===== src/design/pngse_pkg.sv =====
// shared constants, types and helper functions of the png stored-deflate encoder
package pngse_pkg;

  localparam int MAX_DIMENSION = 256;
  localparam int DIM_W         = $clog2(MAX_DIMENSION + 1);
  localparam int PROD_W        = 2 * DIM_W + 3;
  localparam int MAX_TOTAL     = MAX_DIMENSION * (1 + 4 * MAX_DIMENSION);
  localparam int TOTAL_W       = $clog2(MAX_TOTAL + 1);
  localparam int BLOCK_MAX     = 65535;
  localparam int MAX_BLOCKS    = (MAX_TOTAL + BLOCK_MAX - 1) / BLOCK_MAX;
  localparam int BLK_W         = $clog2(MAX_BLOCKS + 1);
  localparam int ADLER_MOD     = 65521;

  localparam int CFG_W     = 9;
  localparam int CFG_IDX_W = 1;
  localparam logic [CFG_IDX_W-1:0] REG_WIDTH  = 1'd0;
  localparam logic [CFG_IDX_W-1:0] REG_HEIGHT = 1'd1;

  localparam logic [31:0] CRC_POLY = 32'hedb88320;
  localparam logic [31:0] CRC_SEED = 32'hffffffff;

  localparam logic [63:0] PNG_SIG  = 64'h89504e470d0a1a0a;
  localparam logic [31:0] TAG_IHDR = 32'h49484452;
  localparam logic [31:0] TAG_IDAT = 32'h49444154;
  localparam logic [31:0] TAG_IEND = 32'h49454e44;
  localparam logic [7:0]  ZLIB_CMF = 8'h78;
  localparam logic [7:0]  ZLIB_FLG = 8'h01;

  // last step index of each sequencer phase
  localparam int IDX_W = 6;
  localparam logic [IDX_W-1:0] HDR_LAST   = 6'd42;
  localparam logic [IDX_W-1:0] BLK_LAST   = 6'd4;
  localparam logic [IDX_W-1:0] TRAIL_LAST = 6'd19;

  localparam int QUEUE_DEPTH = 2;
  localparam int QPTR_W      = 1;
  localparam int QCNT_W      = 2;

  // one classified input word handed from front to back
  typedef struct packed {
    logic [7:0]  data_byte;
    logic        first;
    logic        hdr;
    logic        bfinal;
    logic [15:0] piece;
    logic        last;
    logic [31:0] adler;
  } item_t;

  // image geometry as seen by the back end
  typedef struct packed {
    logic [DIM_W-1:0] width;
    logic [DIM_W-1:0] height;
    logic [31:0]      idat_len;
  } img_size_t;

  // one byte through the reflected crc-32 register
  function automatic logic [31:0] crc_byte(input logic [31:0] crc, input logic [7:0] b);
    logic [31:0] c;
    c = crc ^ {24'd0, b};
    for (int k = 0; k < 8; k++) begin
      c = c[0] ? (CRC_POLY ^ (c >> 1)) : (c >> 1);
    end
    return c;
  endfunction

  // big-endian byte pick, sel 0 is the most significant byte
  function automatic logic [7:0] byte_of(input logic [31:0] w, input logic [1:0] sel);
    return 8'(w >> {~sel, 3'b000});
  endfunction

endpackage


===== src/design/png_stored_deflate_encoder_core.sv =====
// top level of the rgba8 png encoder with stored deflate blocks
//
//  channel | dir | width | contents
//  in_     | in  | 8     | tdata: data_byte
//  out_    | out | 8+1+1 | tdata: out_byte, tuser: last_of_item, tlast: end_of_file
//  cfg_    | in  | 1+9   | index 0 image_width, index 1 image_height
//
// one input word per cycle while out_tready is high and no header, block or trailer
// bytes go out; each word becomes 1 output byte, plus 43 header bytes on the first word
// of an image, 5 at each stored-block start and 20 after the last word; the output port
// delivers one byte a cycle while out_tready is high, and the 2-word queue buffers input.
// synchronous reset and a config write hold in_tready low while the size pipeline settles.
module png_stored_deflate_encoder_core
  import pngse_pkg::*;
(
  input  logic                 clk,
  input  logic                 rst_n,
  input  logic                 cfg_we,
  input  logic [CFG_IDX_W-1:0] cfg_index,
  input  logic [CFG_W-1:0]     cfg_wdata,
  input  logic                 in_tvalid,
  output logic                 in_tready,
  input  logic [7:0]           in_tdata,   // [7:0] data_byte
  output logic                 out_tvalid,
  input  logic                 out_tready,
  output logic [7:0]           out_tdata,  // [7:0] out_byte
  output logic                 out_tuser,  // [0] last_of_item
  output logic                 out_tlast
);

  logic      q_ready, q_push, q_valid, q_pop;
  item_t     push_entry, head;
  img_size_t img_size;

  pngse_front u_front (
    .clk       (clk),
    .rst_n     (rst_n),
    .cfg_we    (cfg_we),
    .cfg_index (cfg_index),
    .cfg_wdata (cfg_wdata),
    .in_tvalid (in_tvalid),
    .in_tready (in_tready),
    .in_tdata  (in_tdata),
    .q_ready   (q_ready),
    .q_push    (q_push),
    .q_entry   (push_entry),
    .img_size  (img_size)
  );

  pngse_queue u_queue (
    .clk        (clk),
    .rst_n      (rst_n),
    .push       (q_push),
    .push_entry (push_entry),
    .ready      (q_ready),
    .pop        (q_pop),
    .valid      (q_valid),
    .head       (head)
  );

  pngse_back u_back (
    .clk           (clk),
    .rst_n         (rst_n),
    .q_valid       (q_valid),
    .q_entry       (head),
    .q_pop         (q_pop),
    .img_size      (img_size),
    .out_tvalid    (out_tvalid),
    .out_tready    (out_tready),
    .out_byte      (out_tdata),
    .out_last_item (out_tuser),
    .out_eof       (out_tlast)
  );

  // end of file is always the last byte of its word
  a_eof_ends_word: assert property (@(posedge clk) disable iff (!rst_n)
    out_tvalid && out_tlast |-> out_tuser)
    else $error("end of file without last_of_item");

  // no push into a full queue
  a_queue_no_overflow: assert property (@(posedge clk) disable iff (!rst_n)
    q_push |-> q_ready)
    else $error("queue overflow");

  // input held off while derived sizes settle after a config write
  a_cfg_hold: assert property (@(posedge clk) disable iff (!rst_n)
    cfg_we |=> !in_tready)
    else $error("input taken right after config write");

  // nothing popped from an empty queue
  a_queue_no_underflow: assert property (@(posedge clk) disable iff (!rst_n)
    q_pop |-> q_valid)
    else $error("queue underflow");

endmodule


===== src/design/pngse_front.sv =====
// front end: config registers, size derivation, per-word block and adler bookkeeping
module pngse_front
  import pngse_pkg::*;
(
  input  logic                 clk,
  input  logic                 rst_n,
  input  logic                 cfg_we,
  input  logic [CFG_IDX_W-1:0] cfg_index,
  input  logic [CFG_W-1:0]     cfg_wdata,
  input  logic                 in_tvalid,
  output logic                 in_tready,
  input  logic [7:0]           in_tdata,
  input  logic                 q_ready,
  output logic                 q_push,
  output item_t                q_entry,
  output img_size_t            img_size
);

  logic [CFG_W-1:0]   width_cfg_r, height_cfg_r;
  logic [1:0]         settle_r;
  logic [DIM_W-1:0]   width_r, height_r;
  logic [TOTAL_W-1:0] total_r;
  logic [31:0]        idat_len_r;

  logic [DIM_W-1:0]   w_c, h_c;
  logic [DIM_W+2:0]   row_len;
  logic [PROD_W-1:0]  prod;
  logic [BLK_W-1:0]   blocks;

  logic [TOTAL_W-1:0] dc_r, dc_nxt;
  logic [15:0]        br_r, br_nxt;
  logic [15:0]        adl_low_r, adl_low_nxt;
  logic [15:0]        adl_high_r, adl_high_nxt;

  logic [TOTAL_W-1:0] left;
  logic [15:0]        piece;
  logic               need_hdr, is_last, accept;
  logic [16:0]        low_sum, high_sum;
  logic [15:0]        low_m, high_m;

  function automatic logic [DIM_W-1:0] clamp_dim(input logic [CFG_W-1:0] v);
    if (v == '0) return DIM_W'(1);
    if (32'(v) > MAX_DIMENSION) return DIM_W'(MAX_DIMENSION);
    return DIM_W'(v);
  endfunction

  assign w_c     = clamp_dim(width_cfg_r);
  assign h_c     = clamp_dim(height_cfg_r);
  assign row_len = {w_c, 2'b00} + (DIM_W + 3)'(1);
  assign prod    = PROD_W'(h_c) * PROD_W'(row_len);

  // stored blocks needed: count of block boundaries below the total
  always_comb begin
    blocks = '0;
    for (int k = 0; k < MAX_BLOCKS; k++) begin
      if (32'(total_r) > k * BLOCK_MAX) blocks = blocks + BLK_W'(1);
    end
  end

  assign in_tready = q_ready && (settle_r == 2'd0);
  assign accept    = in_tvalid && in_tready;
  assign q_push    = accept;

  assign need_hdr = (br_r == 16'd0);
  assign left     = (total_r > dc_r) ? (total_r - dc_r) : TOTAL_W'(1);
  assign piece    = (32'(left) < BLOCK_MAX) ? 16'(left) : 16'(BLOCK_MAX);
  assign is_last  = (32'(dc_r) + 32'd1) >= 32'(total_r);

  assign low_sum  = {1'b0, adl_low_r} + 17'(in_tdata);
  assign low_m    = (low_sum >= 17'(ADLER_MOD)) ? 16'(low_sum - 17'(ADLER_MOD)) : low_sum[15:0];
  assign high_sum = {1'b0, adl_high_r} + {1'b0, low_m};
  assign high_m   = (high_sum >= 17'(ADLER_MOD)) ? 16'(high_sum - 17'(ADLER_MOD))
                                                 : high_sum[15:0];

  always_comb begin
    q_entry.data_byte = in_tdata;
    q_entry.first     = (dc_r == '0);
    q_entry.hdr       = need_hdr;
    q_entry.bfinal    = (32'(left) <= BLOCK_MAX);
    q_entry.piece     = piece;
    q_entry.last      = is_last;
    q_entry.adler     = {high_m, low_m};

    dc_nxt       = dc_r;
    br_nxt       = br_r;
    adl_low_nxt  = adl_low_r;
    adl_high_nxt = adl_high_r;
    if (accept) begin
      if (is_last) begin
        dc_nxt       = '0;
        br_nxt       = '0;
        adl_low_nxt  = 16'd1;
        adl_high_nxt = '0;
      end else begin
        dc_nxt       = dc_r + TOTAL_W'(1);
        br_nxt       = (need_hdr ? piece : br_r) - 16'd1;
        adl_low_nxt  = low_m;
        adl_high_nxt = high_m;
      end
    end
  end

  assign img_size.width    = width_r;
  assign img_size.height   = height_r;
  assign img_size.idat_len = idat_len_r;

  always_ff @(posedge clk) begin
    if (!rst_n) begin
      width_cfg_r  <= CFG_W'(1);
      height_cfg_r <= CFG_W'(1);
      settle_r     <= 2'd2;
      dc_r         <= '0;
      br_r         <= '0;
      adl_low_r    <= 16'd1;
      adl_high_r   <= '0;
    end else begin
      if (cfg_we) begin
        if (cfg_index == REG_WIDTH)  width_cfg_r  <= cfg_wdata;
        if (cfg_index == REG_HEIGHT) height_cfg_r <= cfg_wdata;
        settle_r <= 2'd2;
      end else if (settle_r != 2'd0) begin
        settle_r <= settle_r - 2'd1;
      end
      dc_r       <= dc_nxt;
      br_r       <= br_nxt;
      adl_low_r  <= adl_low_nxt;
      adl_high_r <= adl_high_nxt;
    end
  end

  // size pipeline: clamp and multiply, then block count and idat length
  always_ff @(posedge clk) begin
    width_r    <= w_c;
    height_r   <= h_c;
    total_r    <= prod[TOTAL_W-1:0];
    idat_len_r <= 32'(total_r) + 32'(blocks) * 32'd5 + 32'd6;
  end

endmodule


===== src/design/pngse_queue.sv =====
// short queue of classified words between front and back
module pngse_queue
  import pngse_pkg::*;
(
  input  logic  clk,
  input  logic  rst_n,
  input  logic  push,
  input  item_t push_entry,
  output logic  ready,
  input  logic  pop,
  output logic  valid,
  output item_t head
);

  item_t             mem_r [QUEUE_DEPTH];
  logic [QPTR_W-1:0] wr_ptr_r, rd_ptr_r;
  logic [QCNT_W-1:0] count_r;

  assign ready = (32'(count_r) < QUEUE_DEPTH);
  assign valid = (count_r != '0);
  assign head  = mem_r[rd_ptr_r];

  always_ff @(posedge clk) begin
    if (push) mem_r[wr_ptr_r] <= push_entry;
  end

  always_ff @(posedge clk) begin
    if (!rst_n) begin
      wr_ptr_r <= '0;
      rd_ptr_r <= '0;
      count_r  <= '0;
    end else begin
      if (push) wr_ptr_r <= wr_ptr_r + QPTR_W'(1);
      if (pop)  rd_ptr_r <= rd_ptr_r + QPTR_W'(1);
      if (push && !pop)      count_r <= count_r + QCNT_W'(1);
      else if (pop && !push) count_r <= count_r - QCNT_W'(1);
    end
  end

endmodule


===== src/design/pngse_back.sv =====
// back end: byte sequencer for headers, block headers, data and trailer, with crc
module pngse_back
  import pngse_pkg::*;
(
  input  logic      clk,
  input  logic      rst_n,
  input  logic      q_valid,
  input  item_t     q_entry,
  output logic      q_pop,
  input  img_size_t img_size,
  output logic      out_tvalid,
  input  logic      out_tready,
  output logic [7:0] out_byte,
  output logic      out_last_item,
  output logic      out_eof
);

  typedef enum logic [1:0] {PH_HEAD, PH_BLK, PH_DATA, PH_TRAIL} phase_t;

  phase_t           phase_r, phase_nxt, start_phase;
  logic [IDX_W-1:0] idx_r, idx_nxt;
  logic             cur_v_r, cur_v_nxt;
  item_t            cur_r, cur_nxt;
  logic [31:0]      crc_r, crc_nxt;
  logic             out_valid_r, out_valid_nxt;
  logic [7:0]       out_byte_r, out_byte_nxt;
  logic             out_last_r, out_last_nxt;
  logic             out_eof_r, out_eof_nxt;

  logic [7:0]  emit;
  logic        upd, rst_crc, fin_ph, fin_item, eof, adv, step, load;
  logic [31:0] crc_base, crc_new;
  logic [31:0] w_word, h_word;

  assign w_word = 32'(img_size.width);
  assign h_word = 32'(img_size.height);

  // byte selection for the current step
  always_comb begin
    emit    = '0;
    upd     = 1'b0;
    rst_crc = 1'b0;
    fin_ph  = 1'b0;
    unique case (phase_r)
      PH_HEAD: begin
        fin_ph = (idx_r == HDR_LAST);
        case (idx_r) inside
          [6'd0:6'd7]:   emit = 8'(PNG_SIG >> {~idx_r[2:0], 3'b000});
          [6'd8:6'd11]:  emit = byte_of(32'd13, idx_r[1:0]);
          [6'd12:6'd15]: begin
            emit = byte_of(TAG_IHDR, idx_r[1:0]); upd = 1'b1;
            rst_crc = (idx_r == 6'd12);
          end
          [6'd16:6'd19]: begin emit = byte_of(w_word, idx_r[1:0]); upd = 1'b1; end
          [6'd20:6'd23]: begin emit = byte_of(h_word, idx_r[1:0]); upd = 1'b1; end
          6'd24:         begin emit = 8'd8; upd = 1'b1; end   // bit depth
          6'd25:         begin emit = 8'd6; upd = 1'b1; end   // color type rgba
          [6'd26:6'd28]: begin emit = 8'd0; upd = 1'b1; end
          [6'd29:6'd32]: emit = byte_of(~crc_r, 2'(idx_r - 6'd29));
          [6'd33:6'd36]: emit = byte_of(img_size.idat_len, 2'(idx_r - 6'd33));
          [6'd37:6'd40]: begin
            emit = byte_of(TAG_IDAT, 2'(idx_r - 6'd37)); upd = 1'b1;
            rst_crc = (idx_r == 6'd37);
          end
          6'd41:         begin emit = ZLIB_CMF; upd = 1'b1; end
          default:       begin emit = ZLIB_FLG; upd = 1'b1; end
        endcase
      end
      PH_BLK: begin
        fin_ph = (idx_r == BLK_LAST);
        upd    = 1'b1;
        case (idx_r[2:0])
          3'd0:    emit = {7'd0, cur_r.bfinal};
          3'd1:    emit = cur_r.piece[7:0];
          3'd2:    emit = cur_r.piece[15:8];
          3'd3:    emit = ~cur_r.piece[7:0];
          default: emit = ~cur_r.piece[15:8];
        endcase
      end
      PH_DATA: begin
        fin_ph = 1'b1;
        upd    = 1'b1;
        emit   = cur_r.data_byte;
      end
      PH_TRAIL: begin
        fin_ph = (idx_r == TRAIL_LAST);
        case (idx_r) inside
          [6'd0:6'd3]:   begin emit = byte_of(cur_r.adler, idx_r[1:0]); upd = 1'b1; end
          [6'd4:6'd7]:   emit = byte_of(~crc_r, idx_r[1:0]);
          [6'd8:6'd11]:  emit = 8'd0;
          [6'd12:6'd15]: begin
            emit = byte_of(TAG_IEND, idx_r[1:0]); upd = 1'b1;
            rst_crc = (idx_r == 6'd12);
          end
          default:       emit = byte_of(~crc_r, idx_r[1:0]);
        endcase
      end
      default: emit = '0;
    endcase
  end

  assign crc_base = rst_crc ? CRC_SEED : crc_r;
  assign crc_new  = crc_byte(crc_base, emit);
  assign fin_item = fin_ph && ((phase_r == PH_TRAIL) || (phase_r == PH_DATA && !cur_r.last));
  assign eof      = fin_ph && (phase_r == PH_TRAIL);

  assign adv   = !out_valid_r || out_tready;
  assign step  = cur_v_r && adv;
  assign load  = q_valid && (!cur_v_r || (step && fin_item));
  assign q_pop = load;

  always_comb begin
    if (q_entry.first)    start_phase = PH_HEAD;
    else if (q_entry.hdr) start_phase = PH_BLK;
    else                  start_phase = PH_DATA;
  end

  always_comb begin
    phase_nxt     = phase_r;
    idx_nxt       = idx_r;
    cur_v_nxt     = cur_v_r;
    cur_nxt       = cur_r;
    crc_nxt       = crc_r;
    out_valid_nxt = out_valid_r;
    out_byte_nxt  = out_byte_r;
    out_last_nxt  = out_last_r;
    out_eof_nxt   = out_eof_r;

    if (step) begin
      if (upd) crc_nxt = crc_new;
      if (fin_ph) begin
        idx_nxt = '0;
        unique case (phase_r)
          PH_HEAD:  phase_nxt = cur_r.hdr ? PH_BLK : PH_DATA;
          PH_BLK:   phase_nxt = PH_DATA;
          PH_DATA:  phase_nxt = PH_TRAIL;
          PH_TRAIL: phase_nxt = PH_TRAIL;
          default:  phase_nxt = PH_DATA;
        endcase
      end else begin
        idx_nxt = idx_r + IDX_W'(1);
      end
      if (fin_item) cur_v_nxt = 1'b0;
    end

    if (load) begin
      cur_nxt   = q_entry;
      cur_v_nxt = 1'b1;
      phase_nxt = start_phase;
      idx_nxt   = '0;
    end

    if (adv) begin
      out_valid_nxt = cur_v_r;
      out_byte_nxt  = emit;
      out_last_nxt  = fin_item;
      out_eof_nxt   = eof;
    end
  end

  always_ff @(posedge clk) begin
    if (!rst_n) begin
      phase_r     <= PH_DATA;
      idx_r       <= '0;
      cur_v_r     <= 1'b0;
      cur_r       <= '0;
      crc_r       <= CRC_SEED;
      out_valid_r <= 1'b0;
      out_byte_r  <= '0;
      out_last_r  <= 1'b0;
      out_eof_r   <= 1'b0;
    end else begin
      phase_r     <= phase_nxt;
      idx_r       <= idx_nxt;
      cur_v_r     <= cur_v_nxt;
      cur_r       <= cur_nxt;
      crc_r       <= crc_nxt;
      out_valid_r <= out_valid_nxt;
      out_byte_r  <= out_byte_nxt;
      out_last_r  <= out_last_nxt;
      out_eof_r   <= out_eof_nxt;
    end
  end

  assign out_tvalid    = out_valid_r;
  assign out_byte      = out_byte_r;
  assign out_last_item = out_last_r;
  assign out_eof       = out_eof_r;

endmodule


===== config.mk =====
export PLATFORM = sky130hd
export DESIGN_NAME = png_stored_deflate_encoder_core
export DESIGN_NICKNAME = d
export VERILOG_FILES = /design/src/design/pngse_pkg.sv /design/src/design/png_stored_deflate_encoder_core.sv /design/src/design/pngse_front.sv /design/src/design/pngse_queue.sv /design/src/design/pngse_back.sv
export SDC_FILE = /design/constraint.sdc
export NUM_CORES = 1
export LEC_CHECK = 0
export BUFFER_PORTS_ARGS = -buffer_cell sky130_fd_sc_hd__buf_4
export CORE_MARGIN = 10
export CORE_UTILIZATION = 29
export CTS_CLUSTER_DIAMETER = 80
export DETAILED_ROUTE_END_ITERATION = 12
export HOLD_SLACK_MARGIN = 0.02
export PLACE_DENSITY_LB_ADDON = 0.12
export SLEW_MARGIN = 40
export SYNTH_ARGS = -nofsm -noshare
export SYNTH_HDL_FRONTEND = slang
export SYNTH_SLANG_ARGS = --single-unit

===== constraint.sdc =====
create_clock -name clk -period 10.6 [get_ports clk]
set_input_delay 1.59 -clock clk [delete_from_list [all_inputs] [get_ports clk]]
set_output_delay 1.59 -clock clk [all_outputs]
set_load 0.05 [all_outputs]

======== Word level (Yosys, flattened, before mapping) ========
Memory sizes are Yosys's and may differ from the RTL's. A register that Yosys moved wholly into a read port is not among the register bits.
Cells that the tools add are included.
storage, ports and cells
  register bits after elaboration ......... 271
  memory bits (writable) .................. 120
  input port bits ......................... 23
  output and inout port bits .............. 12
  word-level logic and storage cells ...... 288
  memories kept ........................... 1
memories
  name           words  bits a word  read ports  clocked after Yosys merged registers in  wr ports  line               text
  u_queue.mem_r  2      60           1           1                                        1         pngse_queue.sv:15  item_t mem_r [QUEUE_DEPTH];
cells by class
  add/subtract/negate cells ............... 24
  multiply operators ...................... 2
  magnitude comparators ................... 34
  eq/ne operators ......................... 14
  shift operators ......................... 11
  multiplexer cells ....................... 104
  bitwise gates (word level) .............. 19
  reductions and logical operators ........ 51
operator list
  kind                                                                                   number
  32-bit two-way mux                                                                     9
  32-bit by 5-bit right shift with 8-bit output                                          4
  8-bit two-way mux                                                                      15
  16-bit two-way mux                                                                     7
  13-bit NOT with 14-bit output                                                          8
  31-bit by 5-bit right shift with 8-bit output, first input constant                    3
  9-bit two-way mux                                                                      8
  8-bit case mux with 4 select lines                                                     2
  64-bit by 6-bit right shift with 8-bit output, first input constant                    1
  1-bit two-way mux                                                                      43
  19-bit by 18-bit > comparator with 1-bit output, second input constant                 2
  19-bit two-way mux                                                                     2
  17-bit by 16-bit greater-or-equal comparator with 1-bit output, second input constant  2
  32-bit by 3-bit adder with 32-bit output, second input constant                        1
  32-bit by 19-bit greater-or-equal comparator with 1-bit output                         1
  32-bit NOT                                                                             1
  16-bit subtractor, second input constant                                               2
  32-bit by 8-bit XOR with 32-bit output                                                 1
  6-bit by 5-bit greater-or-equal comparator with 1-bit output, second input constant    4
  1-bit logical AND                                                                      21
  19-bit by 1-bit adder with 20-bit output, second input constant                        1
  19-bit by 6-bit adder with 20-bit output                                               1
  19-bit by 1-bit adder with 19-bit output, second input constant                        1
  19-bit by 1-bit > comparator with 1-bit output, second input constant                  1
  other kinds (61)                                                                       118

======== Depth between registers and ports, before layout ========
Gate-level depths: netlist (run 1).
  depth in word-level cells ............... 32
  mapped depth ............................ 31
  mapped depth without buffers ............ 30

======== Modules after synthesis ========
From an unflattened synthesis (run 1), not the netlist that was laid out.
second synthesis, totals
  cells, all modules ...................... 2764
  area total of the unflattened synthesis .. 25145.4 µm²
modules (own cells, without submodules)
  module       instances  cells each  area each (µm²)  seq. area each (µm²)
  pngse_front  1          1628        12985.0          2842.7
  pngse_back   1          927         7592.3           2222.1
  pngse_queue  1          209         4568.1           3703.6

======== Worst setup path after synthesis (run 1) ========
OpenSTA, ideal clock, no wires.
  kind .................................... input to register
  start ................................... in in_tdata[0]
  end ..................................... reg u_front.adl_high_r[10]
  setup time .............................. 117 ps
  arrival time ............................ 8295 ps
  data required time ...................... 10483 ps
  setup slack ............................. 2189 ps
  cell stages on the path ................. 29
  path buffers ............................ 2
  cell sequence ........................... ha_1 > fa_1 > a21o_1 > a21oi_1 > o21bai_1 > a21oi_1 > o21a_1 > clkbuf_1 > nor2_1 > xnor2_1 > or4_1 > o21a_1 > clkbuf_1 > or4b_1 > nor2_1 > a21oi_1 > ha_1 > a21oi_1 > o21ai_0 > nor3_1 > o21ai_1 > a2111oi_0 > o21ai_1 > a211oi_1 > a21oi_1 > or3b_1 > or2_1 > xor2_1 > a22o_1
RTL lines
  what                  line                                   text
  start, declared       png_stored_deflate_encoder_core.sv:23  input logic [7:0] in_tdata,
  end signal, assigned  pngse_front.sv:127                     adl_high_r <= adl_high_nxt;
  end, declared         pngse_front.sv:33                      logic [15:0] adl_high_r, adl_high_nxt;

==> key figures, run 1 <==
Logic synthesis
  • Post-synth EDFFs: 120
  • Synthesis warning total: 0
  • Ys async rst share: 0%
  • Ys flop type: dfxtp_1
  • Synth Cell Area: between 20000 and 25000 um^2
  • Post-synthesis area per instance: a little over 9 um^2
  • Top post-synthesis cells by area: dfxtp_1 (21%), edfxtp_1 (15%), ha_1 (7.2%)
  • Cells after synthesis: between 2000 and 3000
  • Yosys top cell by area: dfxtp_1
  • Synthesized Nets: around 2900
  • Seq cells post-synth: ~380
  • Post-synth top area share: 21.3%
  • Netlist cell types: 95
  • Sequential area share after synthesis: 36.1%

Clock network
  • Post-CTS Hold Buffers: 0
  • Skew-Pair Late Insertion Delay: approximately 0.59 ns
  • Sink count of the clock tree: roughly 380
  • Clk buf depth: 3
  • Root buf cell: clkbuf_16
  • TritonCTS clock tree: built
  • H-tree levels: 2
  • Postcts setup bufs: 0
  • Cts repair resizes: 0
  • CTS buffer count: 49
  • Clk slew on worst S/H paths: approximately 0.06 ns

Routing
  • Vias per cell: 5.17
  • DRC errors left: 0
  • Starting DRT DRC Count: approximately 1300
  • Routed len/inst: about 20 um
  • Drt pass-1 iters: 6
  • Aggregate routed wire length: 76400 um
  • Vias: just under 20000
  • Routed Antenna Nets: 0

Finish
  • Diode count: 0
  • Most common cell after layout, fill and taps aside: nor2_1
  • Share of layout cells above drive strength 1: under 10%
  • Most frequent cells in the layout: nor2_1 (258), dfxtp_1 (257), nand2_1 (246)
  • Filler cells: 8617
  • Post-layout instance area: 27400 um^2
  • P&R area growth vs syn: 12.5%
  • Nets: approximately 2900

Min path
  • Hold crit path type: reg2reg

Worst setup path
  • CP Class: in2reg
  • Worst Path Max Fanout: 9
  • Slowest stage delay, CP: around 0.63 ns
  • WP data required: 11.07 ns
  • WP data arrival: about 9.3 ns
  • Element type at the critical path start: primary input
  • Element type at the critical path end: flip-flop
  • CP most frequent cell: a21oi_1
  • Critical path's slowest cell: or4b_1

Global route
  • Vias in the first global route: ~19000
  • First-pass GRT wire length: 118000 um
  • Initial antenna violation count: 0
  • Largest net degree at the start of global routing: 95
  • All-Layer GR Usage: between 10% and 20%
  • Congestion Overflow GR: 0

Placement
  • Final HPWL DP: ~56000 um
  • Setup WS pre-CTS: around 1.3 ns
  • Placed cell area: 25700 um^2
  • Port bufs: 34
  • Placer congestion estimate: between 0.8 and 0.9

Die
  • Initial Utilization: 29.2%
  • Die area: about 96000 um^2
  • Die Wd: 310 um
  • # rows: ~110
  • Die height: a little over 300 um
  • Ports: 35
  • Core area: ~83000 um^2

STA
  • Final worst path period need: roughly 8.8 ns
  • Setup_tns: 0 ns
  • Period utilization: about 83%
  • Max Slew Vio Count: 0
  • Clock skew: ~0.024 ns
  • Worst-margin pin slew: 0.884 ns
  • Final setup viols: 0
  • Final hold violation count: 0
  • RSZ-0062 raised after global routing: false
  • Setup ws final: 1.81 ns
  • Fmax: 0.114 GHz
  • Max-slew headroom: between 40% and 50%

Pwr
  • Pwr Density: 266 nW/um^2
  • Power Total: between 7 and 8 mW
  • Maximum VDD drop: 214 uV
  • Leak: roughly 10 nW

Job
  • Max_cap viols: 0

Outcome
  • Status: completed
-- final cells by class --
class	count	area (um^2)	area share [%]
clock buffers	56	1310	4.79
clock inverters	34	427	1.56
inverters	176	666	2.43
multi-input cells	1979	14400	52.6
flip-flops and latches	379	8790	32.1
well taps	1080	1350	4.93
repair buffers	59	454	1.66
-- path summary, 6_finish.rpt --
kind,slack [ns],cells past startpoint,end,from
min reg2reg,0.45,2,u_back.out_eof,u_back.out_eof
min,0.45,2,u_back.out_eof,u_back.out_eof
max reg2reg,2.61,27,u_front.adl_high_r[10],u_front.adl_low_r[0]
max,1.81,28,u_front.adl_high_r[10],in_tdata[0]
-- synth_stat cells, types with 16 or more instances --
library cell    n
mux2i_1        83
clkbuf_1      106
a21o_1         21
nor3_1         58
edfxtp_1      120
a211oi_1       70
nand2_1       246
xnor2_1       141
and2_1         25
nor4_1         29
nor2b_1        28
nor2_1        262
nand2b_1       36
o21a_1         25
nand4_1        25
a22o_1         23
ha_1          140
dfxtp_1       259
nand3_1        60
mux4_2         22
a21oi_1       165
or3_1          17
o21ai_1        16
xor2_1         65
o21ai_0        83
and3_1         21
o211ai_1       36
inv_1         172
fa_1           60
-- cells by family after synthesis --
| logic type | count (synthesis) | synth area share (%) |
|---|---|---|
| buffers and inverters | 316 | 5.11 |
| multiplexers | 115 | 5.90 |
| adder cells (fa/ha/maj) | 200 | 12.1 |
| other | 1 | 0.0154 |
| flip-flops | 379 | 36.1 |
| AO/OA/AOI/OAI | 590 | 16.2 |
| XOR/XNOR | 212 | 7.96 |
| AND/OR/NAND/NOR | 861 | 16.6 |
-- registers in the layout (all words and copies together), names as in the netlist, 2 cells and up, named ones only --
signal                cells
u_front.height_cfg_r      9
u_back.idx_r              6
u_back.phase_r            2
u_queue.mem_r           120
u_front.idat_len_r       21
u_front.settle_r          2
u_front.width_r           9
u_front.adl_low_r        16
u_front.total_r          17
u_front.width_cfg_r       9
u_front.adl_high_r       16
u_back.crc_r             32
u_queue.count_r           2
u_front.height_r          9
u_back.out_byte           8
u_front.dc_r             19
u_back.cur_r             59
u_front.br_r             16
-- worst max-delay path: cells and delay by family --
family | cells | cell delay (ns)
buffers and inverters | 1 | 0.12
xor gates and xnor gates | 2 | 0.34
adders and majority gates | 3 | 1.00
and+or+nand+nor | 7 | 2.47
AOI/OAI and AO/OA | 15 | 3.75
-- power by group --
group / switching (mW) / internal [mW] / total, mW
clock: 0.696 / 1.09 / 1.79
sequential: 0.242 / 1.80 / 2.04
combinational: 2.04 / 1.42 / 3.46
total: 2.98 / 4.31 / 7.29
-- per-stage QoR --
step	hold WS (ns)	utilization (%)	std cells
final	0.450	32.9	3763
after detailed placement	0.448	30.7	3673
after global routing	0.483	32.9	3763
after global placement	0.438	30.7	3673
after CTS	0.455	32.8	3763
after floorplan	0.424	-	2674
-- per-layer routing --
layer | vias up | routed length (um) | GRT usage [%]
li1 | 9461 | - | -
met3 | 91 | 3510 | 2.17
met5 | - | 0 | 0
met2 | 453 | 33800 | 24.7
met1 | 9438 | 37400 | 22.7
met4 | 0 | 1680 | 3.97
Note: power is estimated with default switching activity, not from simulation.
==> run 2: changes to the inputs <==
- ABC_AREA: unset -> 1
- clock period: 10.6 -> 7.63 ns (I/O delays scaled with it)
==> key figures, run 2 <==
Outcome
  • Status: completed (unchanged)

Routing
  • DRC errors left: 0 (unchanged)
  • Vias per cell: 4.79 (was 5.17)
  • Aggregate routed wire length: 82700 um (was 76400 um)
  • Routed Antenna Nets: 0 (unchanged)
  • Vias: 22248 (was 19443)
  • Starting DRT DRC Count: 1419 (was 1275)
  • Routed len/inst: 17.8 um (was 20.3 um)
  • Drt pass-1 iters: 7 (was 6)

Finish
  • Share of layout cells above drive strength 1: 7.89% (was 8.31%)
  • Largest register by flop count: u_queue.mem_r (unchanged)
  • Regs by FF count: u_queue.mem_r x120, u_back.cur_r x59, u_back.crc_r x32 (unchanged)
  • Diode count: 0 (unchanged)
  • Filler cells: 9383 (was 8617)
  • Max reg flops: 120 (unchanged)
  • Nets: 3668 (was 2867)
  • Post-route insts no fill: 4641 (was 3763)
  • Fin util: 32.9% (about the same)
  • Most common cell after layout, fill and taps aside: nand2_1 (was nor2_1)
  • P&R area growth vs syn: 12.6% (was 12.5%)
  • Most frequent cells in the layout: nand2_1 (901), inv_1 (418), dfxtp_1 (257) (was nor2_1 (258), dfxtp_1 (257), nand2_1 (246))

STA
  • Period utilization: about nine tenths
  • Final setup viols: 0 (unchanged)
  • Clock skew: 0.0500 ns (was 0.0238 ns)
  • Max-slew headroom: 46.3% (was 40.2%)
  • Fmax: around 0.15 GHz
  • Final worst path period need: between 6 and 7 ns
  • Final hold violation count: 0 (unchanged)
  • RSZ-0062 raised after global routing: false (unchanged)
  • Setup_tns: 0 ns (unchanged)
  • Worst-margin pin slew: 0.806 ns (was 0.884 ns)
  • Max Slew Vio Count: 0 (unchanged)
  • Setup ws final: 0.778 ns (was 1.81 ns)

Clock network
  • Clk buf depth: 3 (unchanged)
  • Cts repair resizes: 0 (unchanged)
  • CTS buffer count: 50 (was 49)
  • Root buf cell: clkbuf_16 (unchanged)
  • Skew-Pair Late Insertion Delay: 0.63 ns (was 0.59 ns)
  • Clk slew on worst S/H paths: 0.06 ns (about the same)
  • Sink count of the clock tree: 379 (unchanged)
  • TritonCTS clock tree: built (unchanged)
  • Postcts setup bufs: 0 (unchanged)
  • Post-CTS Hold Buffers: 0 (unchanged)
  • H-tree levels: 2 (unchanged)

Die
  • Die height: 316 um (was 310 um)
  • # rows: 108 (was 106)
  • Ports: 35 (unchanged)
  • Die Wd: 316 um (was 310 um)
  • Die area: 99900 um^2 (was 96000 um^2)
  • Initial Utilization: 29.2% (about the same)
  • Core area: 86900 um^2 (was 83400 um^2)

Placement
  • Placer congestion estimate: 0.847 (was 0.884)
  • Setup WS pre-CTS: 0.495 ns (was 1.26 ns)
  • Final HPWL DP: 61900 um (was 56200 um)
  • Port bufs: 34 (unchanged)
  • Placed Instances: 4548 (was 3673)

Logic synthesis
  • Post-synth EDFFs: 120 (unchanged)
  • Cells after synthesis: 3441 (was 2674)
  • Mux contribution to synthesized area: 0.128% (was 5.90%)
  • Synth Cell Area: 25400 um^2 (was 24400 um^2)
  • Post-synth top area share: 20.4% (was 21.3%)
  • Yosys top cell by area: dfxtp_1 (unchanged)
  • Main combinational cell family by area after synthesis: simple AND/OR/NAND/NOR gates (unchanged)
  • Ys async rst share: 0% (unchanged)
  • Post-synthesis area per instance: 7.39 um^2 (was 9.11 um^2)
  • Netlist cell types: 68 (was 95)
  • Sequential area share after synthesis: 34.6% (was 36.1%)
  • Ys flop type: dfxtp_1 (unchanged)
  • Synthesis warning total: 0 (unchanged)
  • Commonest cells in the netlist: nand2_1 (902), inv_1 (421), dfxtp_1 (259) (was nor2_1 (262), dfxtp_1 (259), nand2_1 (246))
  • Synth Area in Compound Gates: 13.1% (was 16.2%)
  • Top post-synthesis cells by area: dfxtp_1 (20%), edfxtp_1 (14%), nand2_1 (13%) (was dfxtp_1 (21%), edfxtp_1 (15%), ha_1 (7.2%))
  • Synthesized Nets: 3664 (was 2897)
  • Adder-Cell Fraction of Synth Area: 11.6% (was 12.1%)
  • Seq cells post-synth: 379 (unchanged)
  • Most common cell in the netlist: nand2_1 (was nor2_1)
  • Synth Area in Simple Gates: 27.0% (was 16.6%)
  • XOR/XNOR share of the synthesized area: 4.89% (was 7.96%)

Worst setup path
  • WP data arrival: 7.37 ns (was 9.26 ns)
  • Reg-to-reg critical path startpoint: u_front.total_r[13] (was u_front.adl_low_r[0])
  • Reg2reg setup slack: 0.78 ns (was 2.61 ns)
  • CP Class: reg2reg (was in2reg)
  • Critical path's slowest cell: dfxtp_1 (was or4b_1)
  • Element type at the critical path end: flip-flop (unchanged)
  • Element type at the critical path start: flip-flop (was primary input)
  • R2R depth: 30 (was 27)
  • WP data required: 8.14 ns (was 11.07 ns)
  • Worst Path Max Fanout: 5 (was 9)
  • Reg2reg end: u_front.idat_len_r[18] (was u_front.adl_high_r[10])
  • CP most frequent cell: inv_1 (was a21oi_1)
  • Slowest stage delay, CP: 0.51 ns (was 0.63 ns)

Global route
  • Largest net degree at the start of global routing: 71 (was 95)
  • All-Layer GR Usage: 16.3% (was 15.8%)
  • Initial antenna violation count: 4 (was 0)
  • Vias in the first global route: 21645 (was 19247)
  • First-pass GRT wire length: 129000 um (was 118000 um)
  • Congestion Overflow GR: 0 (unchanged)

Job
  • Max_cap viols: 0 (unchanged)

Min path
  • Hold Crit Start: u_queue.rd_ptr_r (was u_back.out_eof)
  • Hold crit path type: reg2reg (unchanged)
  • Worst Hold Depth: 1 (was 2)

Pwr
  • Pwr Density: 375 nW/um^2 (was 266 nW/um^2)
  • Leak: 12.5 nW (was 10.4 nW)
  • Maximum VDD drop: 216 uV (was 214 uV)
  • Power Total: 10.7 mW (was 7.29 mW)
==> run 2: changes by cell type after synthesis, moves of 64 or more <==
| cell | before | now |
|---|---|---|
| a21oi_1 | 165 | 236 |
| nand3_1 | 60 | 192 |
| a211oi_1 | 70 | 6 |
| xnor2_1 | 141 | 33 |
| o21ai_0 | 83 | 197 |
| inv_1 | 172 | 421 |
| nand2_1 | 246 | 902 |
| mux2i_1 | 83 | 1 |
==> run 2: logic make-up (layout without fill, tap and decap cells) <==
group	after synthesis	count (layout)
and+or+nand+nor	1566	1566
AOI/OAI and AO/OA	593	593
buffers and inverters	561	606
DFF	379	379
adders and majority gates	200	200
xor gates and xnor gates	138	138
muxes	3	3
other	1	1
==> run 2: worst max path at each step <==
stage                              startpoint                      to  slack [ns]  cells after the start
after floorplan                   in_tdata[0]    u_queue.mem_r[0][16]        1.41                     34
after global placement            in_tdata[0]    u_queue.mem_r[0][17]        0.57                     42
after detailed placement          in_tdata[0]    u_queue.mem_r[1][17]        0.49                     42
after CTS                 u_front.total_r[13]  u_front.idat_len_r[19]        0.75                     34
after global routing      u_front.total_r[13]  u_front.idat_len_r[19]        0.07                     34
final                     u_front.total_r[13]  u_front.idat_len_r[18]        0.78                     30
==> run 2: where the power goes <==
group          internal, mW  switching, mW  total (mW)
Combinational          1.59           3.73        5.32
Sequential             2.56          0.374        2.94
Clock                  1.49          0.995        2.48
Total                  5.64           5.10        10.7
==> run 2: metal layers <==
metal,global-route usage (%),vias to the layer above,wire length (um)
li1,-,11331,-
met1,22.6,10441,39900
met2,26.9,393,38100
met3,2.08,81,3140
met4,3.53,2,1520
met5,0,-,13
==> run 2: through the flow <==
| step | instance area (um^2) | hold WS, ns |
|---|---|---|
| after floorplan | 25400 | 0.426 |
| after global placement | 26900 | 0.442 |
| after detailed placement | 26900 | 0.451 |
| after CTS | 28600 | 0.455 |
| after global routing | 28600 | 0.480 |
| final | 28600 | 0.450 |
==> run 2: cell type report <==
class	count	area, um^2	area share (%)
Clock buffer	65	1340	4.67
Clock inverter	28	389	1.36
Inverter	447	1690	5.89
Multi-Input combinational cell	2501	14500	50.6
Sequential cell	379	8790	30.7
Tap cell	1155	1450	5.05
Timing Repair Buffer	66	503	1.76
==> run 2: worst max-delay path: cells and delay by family, from the launching register on <==
family	cells	cell delay, ns
DFF	1	0.51
xor gates and xnor gates	3	0.67
adders and majority gates	5	1.53
AOI/OAI and AO/OA	2	0.61
muxes	1	0.28
and+or+nand+nor	13	2.69
buffers and inverters	6	0.46
==> run 3: changes to the inputs <==
- BUFFER_PORTS_ARGS: -buffer_cell sky130_fd_sc_hd__buf_4 -> unset
- DONT_BUFFER_PORTS: unset -> 1
==> key figures, run 3 (same netlist as run 2, synthesis figures left out) <==
Pwr
  • Maximum VDD drop: 210 uV (was 216 uV)
  • Pwr Density: 376 nW/um^2 (was 375 nW/um^2)
  • Power Total: 10.7 mW (about the same)
  • Leak: 12.4 nW (was 12.5 nW)

Job
  • Max_cap viols: 0 (unchanged)

Routing
  • Starting DRT DRC Count: 1388 (was 1419)
  • Drt pass-1 iters: 5 (was 7)
  • DRC errors left: 0 (unchanged)
  • Routed Antenna Nets: 0 (unchanged)
  • Aggregate routed wire length: 82400 um (was 82700 um)
  • Routed len/inst: 17.9 um (was 17.8 um)
  • Vias: 22031 (was 22248)
  • Vias per cell: 4.79 (about the same)

Clock network
  • CTS buffer count: 47 (was 50)
  • H-tree levels: 2 (unchanged)
  • Clk slew on worst S/H paths: 0.06 ns (about the same)
  • TritonCTS clock tree: built (unchanged)
  • Post-CTS Hold Buffers: 0 (unchanged)
  • Sink count of the clock tree: 379 (unchanged)
  • Postcts setup bufs: 0 (unchanged)
  • Cts repair resizes: 0 (unchanged)
  • Root buf cell: clkbuf_16 (unchanged)
  • Clk buf depth: 3 (unchanged)
  • Skew-Pair Late Insertion Delay: 0.63 ns (about the same)

STA
  • Worst-margin pin slew: 0.839 ns (was 0.806 ns)
  • Fmax: 0.151 GHz (was 0.146 GHz)
  • Max Slew Vio Count: 0 (unchanged)
  • Setup ws final: 1.03 ns (was 0.778 ns)
  • Setup_tns: 0 ns (unchanged)
  • Final worst path period need: 6.60 ns (was 6.85 ns)
  • Max-slew headroom: 43.8% (was 46.3%)
  • Period utilization: 86.6% (was 89.8%)
  • Fin Hold WS: 0.453 ns (was 0.450 ns)
  • Final hold violation count: 0 (unchanged)
  • RSZ-0062 raised after global routing: false (unchanged)
  • Clock skew: 0.0499 ns (was 0.0500 ns)
  • Final setup viols: 0 (unchanged)

Finish
  • Most frequent cells in the layout: nand2_1 (901), inv_1 (419), dfxtp_1 (257) (was nand2_1 (901), inv_1 (418), dfxtp_1 (257))
  • Nets: 3630 (was 3668)
  • P&R area growth vs syn: 11.7% (was 12.6%)
  • Filler cells: 9345 (was 9383)
  • Post-route insts no fill: 4601 (was 4641)
  • Multi-input gate area in the final layout: 14500 um^2 (unchanged)
  • Most common cell after layout, fill and taps aside: nand2_1 (unchanged)
  • Diode count: 0 (unchanged)
  • Largest register by flop count: u_queue.mem_r (unchanged)
  • Max reg flops: 120 (unchanged)
  • Regs by FF count: u_queue.mem_r x120, u_back.cur_r x59, u_back.crc_r x32 (unchanged)
  • Share of layout cells above drive strength 1: 7.11% (was 7.89%)
  • FF/Latch Area: 8790 um^2 (unchanged)

Die
  • Die area: 99900 um^2 (unchanged)
  • Die height: 316 um (unchanged)
  • Initial Utilization: 29.2% (unchanged)
  • Die Wd: 316 um (unchanged)
  • # rows: 108 (unchanged)
  • Ports: 35 (unchanged)
  • Core area: 86900 um^2 (unchanged)

Worst setup path
  • Slowest stage delay, CP: 0.49 ns (was 0.51 ns)
  • CP top delay family: simple AND/OR/NAND/NOR gates (unchanged)
  • R2R depth: 30 (unchanged)
  • Element type at the critical path end: flip-flop (unchanged)
  • Critical path depth: 30 (unchanged)
  • CP Class: reg2reg (unchanged)
  • Element type at the critical path start: flip-flop (unchanged)
  • WP data required: 8.12 ns (was 8.14 ns)
  • CP most frequent cell: inv_1 (unchanged)
  • WP data arrival: 7.09 ns (was 7.37 ns)
  • Reg-to-reg critical path startpoint: u_front.total_r[10] (was u_front.total_r[13])
  • Reg2reg setup slack: 1.03 ns (was 0.78 ns)
  • Worst Setup SP: u_front.total_r[10] (was u_front.total_r[13])
  • Critical path's slowest cell: dfxtp_1 (unchanged)
  • Worst Setup EP: u_front.idat_len_r[18] (unchanged)
  • Buf+Inv Stages, Crit Path: 6 (unchanged)
  • Worst Path Max Fanout: 5 (unchanged)
  • Reg2reg end: u_front.idat_len_r[18] (unchanged)

Placement
  • Port bufs: 0 (was 34)
  • Placer congestion estimate: 0.865 (was 0.847)
  • Placed Instances: 4513 (was 4548)
  • Final HPWL DP: 61800 um (was 61900 um)
  • Setup WS pre-CTS: 0.420 ns (was 0.495 ns)

Outcome
  • Status: completed (unchanged)

Global route
  • Initial antenna violation count: 0 (was 4)
  • First-pass GRT wire length: 129000 um (about the same)
  • All-Layer GR Usage: 16.3% (about the same)
  • Vias in the first global route: 21643 (was 21645)
  • Congestion Overflow GR: 0 (unchanged)
  • Largest net degree at the start of global routing: 103 (was 71)

Min path
  • Hold crit path type: reg2reg (unchanged)
  • Hold Crit Start: u_queue.rd_ptr_r (unchanged)
-- run 3: cell types whose count changed in the layout (fill, tap and decap cells not counted), sizes merged --
cell      delta
clkinvlp     -1
clkinv       +2
clkbuf       -9
inv          +2
bufinv       +1
buf         -35
-- run 3: worst min path at each step --
stage / slack [ns] / depth (start not counted) / end
floorplan: 0.43 / 1 / flip-flop
global placement: 0.44 / 1 / flip-flop
detailed placement: 0.45 / 1 / flip-flop
CTS: 0.45 / 1 / flip-flop
global route: 0.50 / 1 / u_queue.rd_ptr_r
finish: 0.45 / 1 / flip-flop
-- run 3: stage by stage --
step	utilization [%]	cell area (um^2)
finish	32.7	28400
global placement	30.6	26600
CTS	32.7	28400
floorplan	-	25400
detailed placement	30.7	26700
global route	32.7	28400
-- run 3: layout make-up --
| class | instances | area share (%) |
|---|---|---|
| Clock buffer | 56 | 4.48 |
| Clock inverter | 32 | 1.63 |
| Inverter | 447 | 5.95 |
| Multi-Input combinational cell | 2501 | 50.9 |
| Sequential cell | 379 | 31.0 |
| Tap cell | 1155 | 5.09 |
| Timing Repair Buffer | 31 | 0.943 |
-- run 3: report_power, final --
part           leakage [nW]  internal (mW)  switching (mW)
logic                  8.37           1.56            3.61
clock network         0.843           1.48           0.989
registers              3.18           2.56           0.468
total                  12.4           5.60            5.06
-- run 3: metal layers --
layer	wire (um)	up-vias	GRT usage, %
li1	-	11248	-
met1	40000	10287	22.6
met2	37400	405	26.5
met3	3390	91	2.32
met4	1660	0	3.83
met5	0	-	0
